<file path="src/rtl/core/protected_id_table_access_filter_macros.svh">
// ----------------------------------------------------------------------------
// Assertion macros for the protected id table access filter
// Shared clocking and reset gating for concurrent checks.
// ----------------------------------------------------------------------------
`ifndef PROTECTED_ID_TABLE_ACCESS_FILTER_MACROS_SVH
`define PROTECTED_ID_TABLE_ACCESS_FILTER_MACROS_SVH

// Plain property on clk, disabled while in reset.
`define PITAF_ASSERT(label, prop, msg) \
  label: assert property (@(posedge clk) disable iff (!rst_n) prop) else $error(msg);

// Same-cycle implication.
`define PITAF_ASSERT_IMPL(label, ante, cons, msg) \
  `PITAF_ASSERT(label, (ante) |-> (cons), msg)

// Next-cycle implication.
`define PITAF_ASSERT_NEXT(label, ante, cons, msg) \
  `PITAF_ASSERT(label, (ante) |=> (cons), msg)

`endif

</file>
<file path="src/rtl/core/pitaf_pkg.sv">
// ----------------------------------------------------------------------------
// pitaf_pkg
// Types and constants of the protected id table access filter.
// ----------------------------------------------------------------------------
package pitaf_pkg;

  localparam int SLOT_COUNT = 64;
  localparam int IDX_W      = (SLOT_COUNT > 1) ? $clog2(SLOT_COUNT) : 1;
  localparam int CNT_W      = $clog2(SLOT_COUNT + 1);

  // Process access rights
  localparam logic [31:0] ACC_TERMINATE     = 32'h0000_0001;
  localparam logic [31:0] ACC_CREATE_THREAD = 32'h0000_0002;
  localparam logic [31:0] ACC_VM_OPERATION  = 32'h0000_0008;
  localparam logic [31:0] ACC_VM_READ       = 32'h0000_0010;
  localparam logic [31:0] ACC_DUP_HANDLE    = 32'h0000_0040;

  localparam logic [31:0] STRIP_DEFAULT = ACC_TERMINATE | ACC_CREATE_THREAD |
                                          ACC_VM_OPERATION | ACC_VM_READ |
                                          ACC_DUP_HANDLE;

  typedef enum logic [1:0] {
    KIND_OPEN   = 2'd0,
    KIND_ADD    = 2'd1,
    KIND_REMOVE = 2'd2,
    KIND_CLEAR  = 2'd3
  } kind_t;

  typedef enum logic [1:0] {
    ST_DONE = 2'd0,   // done or matched
    ST_MISS = 2'd1,   // not found or passed
    ST_FULL = 2'd2,
    ST_ZERO = 2'd3    // zero id rejected
  } status_t;

  typedef enum logic [2:0] {
    S_IDLE   = 3'b001,
    S_SCAN   = 3'b010,
    S_FINISH = 3'b100
  } state_t;

endpackage

</file>
<file path="src/rtl/core/protected_id_table_access_filter.sv">
// ----------------------------------------------------------------------------
// protected_id_table_access_filter
// Table of protected process ids that filters the access mask of handle opens.
//
// One request at a time. The id table sits in a single-port-read RAM with a
// registered read; a scan walks it one slot per cycle. An open check or remove
// scans up to the high-water slot, an add up to the first free slot, while
// clear, kernel, empty-table open, zero-id and full-table requests skip the
// scan; the worst case is set by the slot scan through the RAM read port.
// Occupancy is tracked by one valid flop per slot, so reset and clear take
// effect at once with no sweep. A new request is taken while a finished
// result still waits in the output register. strip_mask may only be written
// while no request is in flight.
// ----------------------------------------------------------------------------
`include "protected_id_table_access_filter_macros.svh"

module protected_id_table_access_filter import pitaf_pkg::*; (
  input  logic        clk,
  input  logic        rst_n,
  // configuration
  input  logic        cfg_we,
  input  logic [31:0] cfg_wdata,
  // request channel
  input  logic        in_valid,
  output logic        in_stall,
  input  logic [1:0]  in_kind,
  input  logic [31:0] in_process_id,
  input  logic        in_kernel_handle,
  input  logic [31:0] in_access_in,
  // result channel
  output logic        out_valid,
  input  logic        out_stall,
  output logic [1:0]  out_status,
  output logic [31:0] out_access_out,
  output logic [6:0]  out_entry_count
);

  // --------------------------------------------------------------------------
  // State
  // --------------------------------------------------------------------------
  state_t                state_r, state_nxt;
  logic [31:0]           strip_r;
  logic [SLOT_COUNT-1:0] valid_r;      // slot occupied
  logic [CNT_W-1:0]      cnt_r;        // occupied slots
  logic [IDX_W-1:0]      top_r;        // high-water slot

  // latched request
  kind_t                 kind_r;
  logic [31:0]           id_r;
  logic [31:0]           acc_r;

  // scan pipeline
  logic [IDX_W-1:0]      rd_idx_r;     // address presented to the RAM
  logic [IDX_W-1:0]      cmp_idx_r;    // slot whose data is in rdata_r
  logic                  cmp_vld_r;
  logic [31:0]           rdata_r;
  logic [IDX_W-1:0]      below_r;      // highest occupied slot seen below

  // result of the request in flight
  status_t               res_status_r;
  logic [31:0]           res_access_r;

  // output register
  logic                  out_valid_r;
  status_t               out_status_r;
  logic [31:0]           out_access_r;
  logic [6:0]            out_count_r;

  logic [31:0]           id_mem [SLOT_COUNT];

  // --------------------------------------------------------------------------
  // Decode
  // --------------------------------------------------------------------------
  logic  in_xfer;
  logic  out_free;
  kind_t in_kind_e;
  logic  slot_valid;
  logic  slot_match;
  logic  at_top;
  logic  mem_we;

  assign in_xfer    = in_valid && !in_stall;
  assign out_free   = !out_valid_r || !out_stall;
  assign in_kind_e  = kind_t'(in_kind);
  assign in_stall   = (state_r != S_IDLE);

  assign slot_valid = valid_r[cmp_idx_r];
  assign slot_match = slot_valid && (rdata_r == id_r);
  assign at_top     = (cmp_idx_r == top_r);

  // add writes the first free slot the scan reaches
  assign mem_we = (state_r == S_SCAN) && cmp_vld_r && (kind_r == KIND_ADD) && !slot_valid;

  // --------------------------------------------------------------------------
  // Sequencer
  // --------------------------------------------------------------------------
  always_comb begin
    state_nxt = state_r;
    unique case (state_r)
      S_IDLE: begin
        if (in_xfer) begin
          unique case (in_kind_e)
            KIND_OPEN: begin
              if (in_kernel_handle || (cnt_r == '0) || (in_process_id == 32'd0)) begin
                state_nxt = S_FINISH;
              end else begin
                state_nxt = S_SCAN;
              end
            end
            KIND_ADD: begin
              if ((in_process_id == 32'd0) || (cnt_r == CNT_W'(SLOT_COUNT))) begin
                state_nxt = S_FINISH;
              end else begin
                state_nxt = S_SCAN;
              end
            end
            KIND_REMOVE: begin
              state_nxt = (in_process_id == 32'd0) ? S_FINISH : S_SCAN;
            end
            KIND_CLEAR: begin
              state_nxt = S_FINISH;
            end
          endcase
        end
      end
      S_SCAN: begin
        if (cmp_vld_r) begin
          unique case (kind_r)
            KIND_ADD: begin
              if (!slot_valid) state_nxt = S_FINISH;
            end
            default: begin
              if (slot_match || at_top) state_nxt = S_FINISH;
            end
          endcase
        end
      end
      S_FINISH: begin
        if (out_free) state_nxt = S_IDLE;
      end
      default: state_nxt = S_IDLE;
    endcase
  end

  // --------------------------------------------------------------------------
  // Control registers and table bookkeeping
  // --------------------------------------------------------------------------
  always_ff @(posedge clk) begin
    if (!rst_n) begin
      state_r     <= S_IDLE;
      strip_r     <= STRIP_DEFAULT;
      valid_r     <= '0;
      cnt_r       <= '0;
      top_r       <= '0;
      cmp_vld_r   <= 1'b0;
      out_valid_r <= 1'b0;
    end else begin
      state_r <= state_nxt;

      if (cfg_we) strip_r <= cfg_wdata;

      if ((state_r == S_IDLE) && in_xfer && (in_kind_e == KIND_CLEAR)) begin
        valid_r <= '0;
        cnt_r   <= '0;
        top_r   <= '0;
      end

      // scan pipeline: one slot issued and one compared per cycle
      cmp_vld_r <= (state_r == S_SCAN) && (state_nxt == S_SCAN);

      if ((state_r == S_SCAN) && cmp_vld_r) begin
        unique case (kind_r)
          KIND_ADD: begin
            if (!slot_valid) begin
              valid_r[cmp_idx_r] <= 1'b1;
              cnt_r              <= cnt_r + CNT_W'(1);
              if (cmp_idx_r > top_r) top_r <= cmp_idx_r;
            end
          end
          KIND_REMOVE: begin
            if (slot_match) begin
              valid_r[cmp_idx_r] <= 1'b0;
              if (at_top) top_r <= below_r;
              if (cnt_r != '0) cnt_r <= cnt_r - CNT_W'(1);
            end
          end
          default: ;
        endcase
      end

      // output register takes the result once it is free
      if ((state_r == S_FINISH) && out_free) begin
        out_valid_r <= 1'b1;
      end else if (!out_stall) begin
        out_valid_r <= 1'b0;
      end
    end
  end

  // --------------------------------------------------------------------------
  // Payload registers
  // --------------------------------------------------------------------------
  always_ff @(posedge clk) begin
    if ((state_r == S_IDLE) && in_xfer) begin
      kind_r   <= in_kind_e;
      id_r     <= in_process_id;
      acc_r    <= in_access_in;
      rd_idx_r <= '0;
      below_r  <= '0;
      // early outcomes; a scan overwrites these
      unique case (in_kind_e)
        KIND_OPEN: begin
          res_status_r <= ST_MISS;
          res_access_r <= in_access_in;
        end
        KIND_ADD: begin
          res_status_r <= (in_process_id == 32'd0) ? ST_ZERO : ST_FULL;
          res_access_r <= 32'd0;
        end
        KIND_REMOVE: begin
          res_status_r <= ST_ZERO;
          res_access_r <= 32'd0;
        end
        KIND_CLEAR: begin
          res_status_r <= ST_DONE;
          res_access_r <= 32'd0;
        end
      endcase
    end

    if (state_r == S_SCAN) begin
      rd_idx_r  <= rd_idx_r + IDX_W'(1);
      cmp_idx_r <= rd_idx_r;
      if (cmp_vld_r) begin
        unique case (kind_r)
          KIND_OPEN: begin
            if (slot_match) begin
              res_status_r <= ST_DONE;
              res_access_r <= acc_r & ~strip_r;
            end else begin
              res_status_r <= ST_MISS;
            end
          end
          KIND_REMOVE: begin
            res_status_r <= slot_match ? ST_DONE : ST_MISS;
            if (slot_valid) below_r <= cmp_idx_r;
          end
          default: res_status_r <= ST_DONE;
        endcase
      end
    end

    if ((state_r == S_FINISH) && out_free) begin
      out_status_r <= res_status_r;
      out_access_r <= res_access_r;
      out_count_r  <= 7'(cnt_r);
    end
  end

  // --------------------------------------------------------------------------
  // Id RAM: one write, one registered read per cycle
  // --------------------------------------------------------------------------
  always_ff @(posedge clk) begin
    if (mem_we) id_mem[cmp_idx_r] <= id_r;
    rdata_r <= id_mem[rd_idx_r];
  end

  assign out_valid       = out_valid_r;
  assign out_status      = out_status_r;
  assign out_access_out  = out_access_r;
  assign out_entry_count = out_count_r;

  // --------------------------------------------------------------------------
  // Assertions
  // --------------------------------------------------------------------------
  `PITAF_ASSERT(a_count_matches_valid, (CNT_W'($countones(valid_r)) == cnt_r), "count out of step with valid bits")
  `PITAF_ASSERT_IMPL(a_scan_within_top, (state_r == S_SCAN) && cmp_vld_r && (kind_r != KIND_ADD), (cmp_idx_r <= top_r), "lookup scan ran past high-water slot")
  `PITAF_ASSERT_NEXT(a_finish_delivers, (state_r == S_FINISH) && out_free, (state_r == S_IDLE) && out_valid_r, "finished result not loaded")
  `PITAF_ASSERT_IMPL(a_top_occupied, (cnt_r != '0), valid_r[top_r], "high-water slot empty while table in use")

endmodule

</file>
<file path="config.mk">
export PLATFORM = sky130hd
export DESIGN_NAME = protected_id_table_access_filter
export DESIGN_NICKNAME = d
export VERILOG_FILES = /design/src/rtl/core/pitaf_pkg.sv /design/src/rtl/core/protected_id_table_access_filter.sv
export VERILOG_INCLUDE_DIRS = /design/src /design/src/rtl/core
export SDC_FILE = /design/constraint.sdc
export NUM_CORES = 2
export LEC_CHECK = 0
export ABC_CLOCK_PERIOD_IN_PS = 5700
export BUFFER_PORTS_ARGS = -buffer_cell sky130_fd_sc_hd__buf_4
export CORE_ASPECT_RATIO = 0.75
export CORE_MARGIN = 5
export CORE_UTILIZATION = 40
export CTS_CLUSTER_DIAMETER = 60
export DETAILED_ROUTE_END_ITERATION = 10
export MAX_ROUTING_LAYER = met4
export SLEW_MARGIN = 20
export SYNTH_ARGS = -nofsm -noshare
export SYNTH_HDL_FRONTEND = slang
export SYNTH_SLANG_ARGS = --single-unit
</file>
<file path="constraint.sdc">
create_clock -name clk -period 5.7 [get_ports clk]
set_input_delay 0.285 -clock clk [delete_from_list [all_inputs] [get_ports clk]]
set_output_delay 0.285 -clock clk [all_outputs]
set_load 0.1 [all_outputs]
</file>
Word level (Yosys, flattened, before mapping)
Memories as Yosys holds them, arrays and structs flattened. A register that Yosys moved wholly into a read port is not among the register bits.
Index checks and enable logic that the tools add are counted.
{"block": "classes", "add_sub_neg": 3, "n_lt_le_gt_ge": 3, "eq_ne": 14, "muxes": 58, "n_bitwise": 5, "reduce_logical": 27}
{"cell": "$mux W64", "count": 5}
{"cell": "$mux W32", "count": 5}
{"cell": "$pmux W64 S2", "count": 1}
{"cell": "$mux W6", "count": 13}
{"cell": "$and A64 B64 Y64", "count": 1}
{"cell": "$not A64 Y64", "count": 1}
{"cell": "$or A64 B64 Y64", "count": 1}
{"cell": "$pmux W32 S2", "count": 1}
{"cell": "$mux W7", "count": 5}
{"cell": "$and A32 B32 Y32", "count": 1}
{"cell": "$eq A32 B32 Y1", "count": 1}
{"cell": "$logic_not A32 Y1", "count": 1}
{"cell": "$not A32 Y32", "count": 1}
{"cell": "$mux W3", "count": 9}
{"cell": "$pmux W7 S2", "count": 1}
{"cell": "$pmux W3 S4", "count": 1}
{"cell": "$pmux W6 S2", "count": 1}
{"cell": "$logic_and A1 B1 Y1", "count": 10}
{"cell": "$pmux W3 S3", "count": 1}
{"cell": "$mux W1", "count": 8}
{"cell": "$mux W2", "count": 4}
{"cell": "$pmux W2 S4", "count": 1}
{"cell": "$add A7 B1 Y7 const B", "count": 1}
{"cell": "$eq A7 B7 Y1 const B", "count": 1}
{"cell": "other kinds (23)", "count": 35}
{"block": "totals", "register_bits": 273, "ramBits": 2048, "in_bits": 104, "out_inout_bits": 43, "word_cells": 129, "mem_count": 1}
{"name": "id_mem", "words": 64, "word_bits": 32, "rd": 1, "rd_ports_with_merged_regs": 1, "write_ports": 1, "line": "protected_id_table_access_filter.sv:69", "text": "logic [31:0] id_mem [SLOT_COUNT];"}

Depth between registers and ports, before layout
{"block": "depth", "ltp_word": 11, "mapped_depth": 13, "ltp_nobuf": 10}

Worst setup path before layout
No wires, ideal clock.
{"block": "synth_timing", "path_type": "register -> register", "start": "register cmp_idx_r[2]", "end": "memory id_mem[16][0] (enable)", "setup_ps": 421, "arrival_ps": 3746, "t_required_ps": 5279, "path_slack_ps": 1533, "stages_incl_launch_ff": 10, "path_buffers": 2, "period_less_slack_ps": 4167, "path_cell_list": "edfxtp_1 > buf_6 > mux2_1 > mux4_2 > o2bb2ai_1 > nor4_4 > and3_1 > nand2_1 > clkbuf_1 > nor2_1"}
{"block": "synth_via", "elab_chain_len": 6}
{"item": "start, declared", "line": "protected_id_table_access_filter.sv:54", "text": "logic [IDX_W-1:0] cmp_idx_r;"}
{"item": "start signal, assigned", "line": "protected_id_table_access_filter.sv:233", "text": "cmp_idx_r <= rd_idx_r;"}
{"item": "$bmux W1 S6", "line": "protected_id_table_access_filter.sv:87", "text": "assign slot_valid = valid_r[cmp_idx_r];"}
{"item": "$mux W1 (not written as such)", "line": "protected_id_table_access_filter.sv:87"}
{"item": "$logic_not A1 Y1"}
{"item": "$logic_and A1 B1 Y1", "line": "protected_id_table_access_filter.sv:92", "text": "assign mem_we = (state_r == S_SCAN) && cmp_vld_r && (kind_r == KIND_ADD) && !slot_valid;"}
{"item": "$mux W1", "line": "protected_id_table_access_filter.sv:264", "text": "if (mem_we) id_mem[cmp_idx_r] <= id_r;"}
{"item": "$mux W1 (not written as such)", "line": "protected_id_table_access_filter.sv:264"}
{"item": "end, declared", "line": "protected_id_table_access_filter.sv:69"}
Several ways; a longest one is shown, not always the timed one. The select of a mux whose other input is x is not followed.

Final worst setup path
{"block": "layout_timing", "start": "register cmp_idx_r[2]", "end": "memory id_mem[4][14] (enable)"}
The elaborated chain is that of the path after synthesis.

==> results.yml <==
global_route:
  overflow: 0
  grt_antenna_before_repair: 32
  grt_pass1_wl_um: 335000
  grt_pass1_vias: 43302
  grt_usage_pct: 20.4
  grt_max_degree: 116
synthesis:
  synth_edf_count: 2167
  synth_area_per_cell_um2: 22.0
  synth_top_flop_cell: "edfxtp_1"
  synth_area_mm2: 0.0901
  synth_cell_type_count: 69
  async_flop_share_pct: 0
  syn_nets: 4217
  syn_inst: 4097
  seq_area_frac_synth_pct: 76.4
  synth_warnings: 0
  ys_ff_latch: 2353
route:
  firstDrtPassIters: 5
  drc: 0
  antenna_left: 0
  drt-initial-drc-count: 6124
  drt_wl_total_um: 235000
  vias: 44215
  routed_via_density: 5.78
  routedWlPerCell_um: 30.7
timing:
  fin_crit_ns: 4.82
  fin_worst_skew_ns: 0.0374
  tns_ns: 0
  setup_violations: 0
  rsz0062_at_grt: "no"
  tightest_slew_ns: 1.29
  slew_violations: 0
  clock.fmax_mhz: 207
  maxSlewHeadroom_pct: 13.9
  hold_viol_final: 0
  fin_crit_sh_pct: 84.6
floorplanning:
  dieArea_mm2: 0.235
  pin_count: 147
  die-width_um: 558
  row_count: 150
  core-area_mm2: 0.224
  floorplan.initialDensity_pct: 40.3
  die_height_um: 421
placed_design:
  post_dp_cell_area_mm2: 0.0958
  hpwlAfterDp_um: 146000
  place.gp.congestion: 0.907
  io_buffers: 146
setup_path:
  crit_type: "reg -> reg"
  required_ns: 6.16
  cp-end-kind: "flip-flop"
  crit_arrival_ns: 5.28
  cpMostUsedCell: "buf_4"
  cpPeakStageDelay_ns: 0.95
  crit_chain: "mux2_2 -> mux4_2 -> o2bb2ai_1 -> nor4_4 -> and3_1 -> nand2_4 -> buf_12 -> buf_4 -> nor2_4 -> buf_4"
  worst_setup_path_start_kind: "flip-flop"
  crit_path_top_delay_cell: "edfxtp_1"
  cp_max_fo: 32
finish:
  layout-drive-gt1-share_pct: 29.8
  fillers: 18202
  final_area_mm2: 0.104
  nets: 4617
  syn_to_final_growth_pct: 15.4
clock_network:
  cts.sinks: 2353
  cts_made_buffers: 218
  clock_path_buffers: 4
  clk_pin_slew_ns: 0.07
  ctsRootBufferMaster: "clkbuf_16"
  clk_latency_ns: 0.85
  cts_setup_buffers: 0
  h-tree-depth: 4
  cts_tree: "done"
min_path:
  hold_class: "in -> reg"
power_and_ir_drop:
  powerDensity_mw_per_mm2: 349
  ir_drop_mv: 0.324
  p_leak_nw: 32.2
job:
  cap_violations: 0
status:
  status: "finished, final reports clean"
==> metal layers <==
metal | global-route usage [%] | vias up | share of wire, %
met3 | 3.55 | 299 | 8.6
li1 | - | 18043 | -
met4 | 4.05 | 0 | 2.1
met5 | - | - | 0
met1 | 30.3 | 23847 | 43
met2 | 30.0 | 2026 | 46
==> layout by cell type, fill, tap and decap left out, types with 6 or more instances in the layout <==
cell type and count:
nor3_1 6, inv_1 19, nand3_1 21, bufinv_16 25, ha_1 16, and3_1 45
clkinv_2 50, o21ai_1 80, a221o_1 6, xnor2_1 36, a21oi_1 48, mux2i_1 45
clkbuf_16 222, nor2_1 54, nand3b_1 36, nor4_1 12, clkbuf_1 36, mux4_2 681
nor2_4 65, clkinv_1 50, nand4_1 9, o211ai_1 65, diode_2 15, nand2b_1 11
buf_12 15, edfxtp_1 2167, o21ai_0 35, nand2_1 131, dlygate4sd3_1 113, dfxtp_1 186
buf_4 290
==> worst paths after layout <==
| check | startpoint | to | slack (ns) | cells past startpoint |
|---|---|---|---|---|
| max | cmp_idx_r[2] | id_mem[4][14] | 0.88 | 10 |
| min | cfg_we | strip_r[2] | 0.05 | 3 |
| max reg2reg | cmp_idx_r[2] | id_mem[4][14] | 0.88 | 10 |
| min reg2reg | res_access_r[2] | out_access_out[2] | 0.43 | 0 |
==> synth_stat cells (3+ instances only) <==
| cell type | count | area [um2] |
|---|---|---|
| xnor2_1 | 36 | 315 |
| nand3_1 | 21 | 105 |
| nand2b_1 | 11 | 68.8 |
| inv_1 | 20 | 75.1 |
| and2_1 | 4 | 25.0 |
| dfxtp_1 | 186 | 3720 |
| xor2_1 | 3 | 26.3 |
| a31oi_1 | 5 | 31.3 |
| nand2_1 | 133 | 499 |
| or3_1 | 3 | 18.8 |
| nor3b_2 | 3 | 37.5 |
| edfxtp_1 | 2167 | 65100 |
| mux2i_1 | 45 | 450 |
| mux4_2 | 681 | 15300 |
| buf_1 | 63 | 236 |
| buf_2 | 14 | 70.1 |
| and3_1 | 46 | 288 |
| o21ai_0 | 35 | 175 |
| a21oi_1 | 49 | 245 |
| ha_1 | 16 | 200 |
| a31o_2 | 3 | 26.3 |
| o211ai_1 | 65 | 488 |
| nand4_1 | 9 | 56.3 |
| o21ai_1 | 80 | 400 |
| nor4_1 | 13 | 81.3 |
| buf_4 | 5 | 37.5 |
| nor2_1 | 119 | 447 |
| nor3b_1 | 4 | 30.0 |
| buf_6 | 10 | 113 |
| nand3b_1 | 36 | 270 |
| clkbuf_1 | 146 | 548 |
| a221o_1 | 6 | 60.1 |
| mux2_2 | 5 | 56.3 |
| nor3_1 | 7 | 35.0 |
| or3b_2 | 3 | 26.3 |
==> state kept, by name, summed over array words and instances, names as in the netlist, 3 cells and up <==
| name | cells |
|---|---|
| top_r | 6 |
| cnt_r | 7 |
| rdata_r | 32 |
| rd_idx_r | 6 |
| id_r | 32 |
| valid_r | 64 |
| out_entry_count | 7 |
| below_r | 6 |
| cmp_idx_r | 6 |
| out_access_out | 32 |
| acc_r | 32 |
| res_access_r | 32 |
| id_mem | 2048 |
| strip_r | 32 |
| state_r | 3 |
==> cells by family (layout without fill, tap and decap cells) <==
family                   Yosys count  after routing  share of synthesized area [%]
flip-flops                      2353           2353                           76.4
multiplexers                     733            733                           17.6
AND/OR/NAND/NOR                  426            426                           2.36
AO/OA/AOI/OAI                    271            271                           1.87
buffers and inverters            259            837                           1.21
XOR/XNOR                          39             39                          0.379
adder cells (fa/ha/maj)           16             16                          0.222
other                              0             15                              0
==> final cells by class <==
type	count	area, um2	area share, %
diodes	15	37.5	0.0361
inverters	21	82.6	0.0794
flip-flops and latches	2353	68800	66.2
clock buffers	259	5700	5.49
multi-input cells	1485	20700	19.9
well taps	2964	3710	3.57
clock inverters	139	1310	1.26
repair buffers	418	3610	3.47
==> stage by stage <==
stage                     total power (W)  instances  utilization [%]  hold WS (ns)  worst slack, ns
after floorplan                    0.0209       4097                -         0.384             1.53
after global placement             0.0220       7128             42.9         0.415             1.06
after detailed placement           0.0221       7128             42.9         0.418            0.995
after CTS                          0.0366       7639             46.5      0.000532            0.984
after global routing               0.0374       7645             46.5        0.0374            0.756
final                              0.0363       7654             46.5        0.0481            0.875
==> worst max-delay path: cells and delay by family (launching register included) <==
family                 cells  cell delay, ns
AO/OA/AOI/OAI              1            0.17
buffers and inverters      3            1.10
flip-flops                 1            0.95
multiplexers               2            0.88
AND/OR/NAND/NOR            4            1.20
==> repair_timing <==
item | CTS | global route
gates resized for setup | 0 | 0
hold endpoints to repair | 162 | 0
hold buffers | 113 | 0
==> where the power goes <==
group	switching, W	leakage (nW)	internal, W
combinational	0.00160	7.68	0.000970
clock	0.00633	3.45	0.00826
sequential	0.0000922	21.0	0.0191
total	0.00803	32.2	0.0283
No activity file was read; power rests on OpenSTA's default activity.
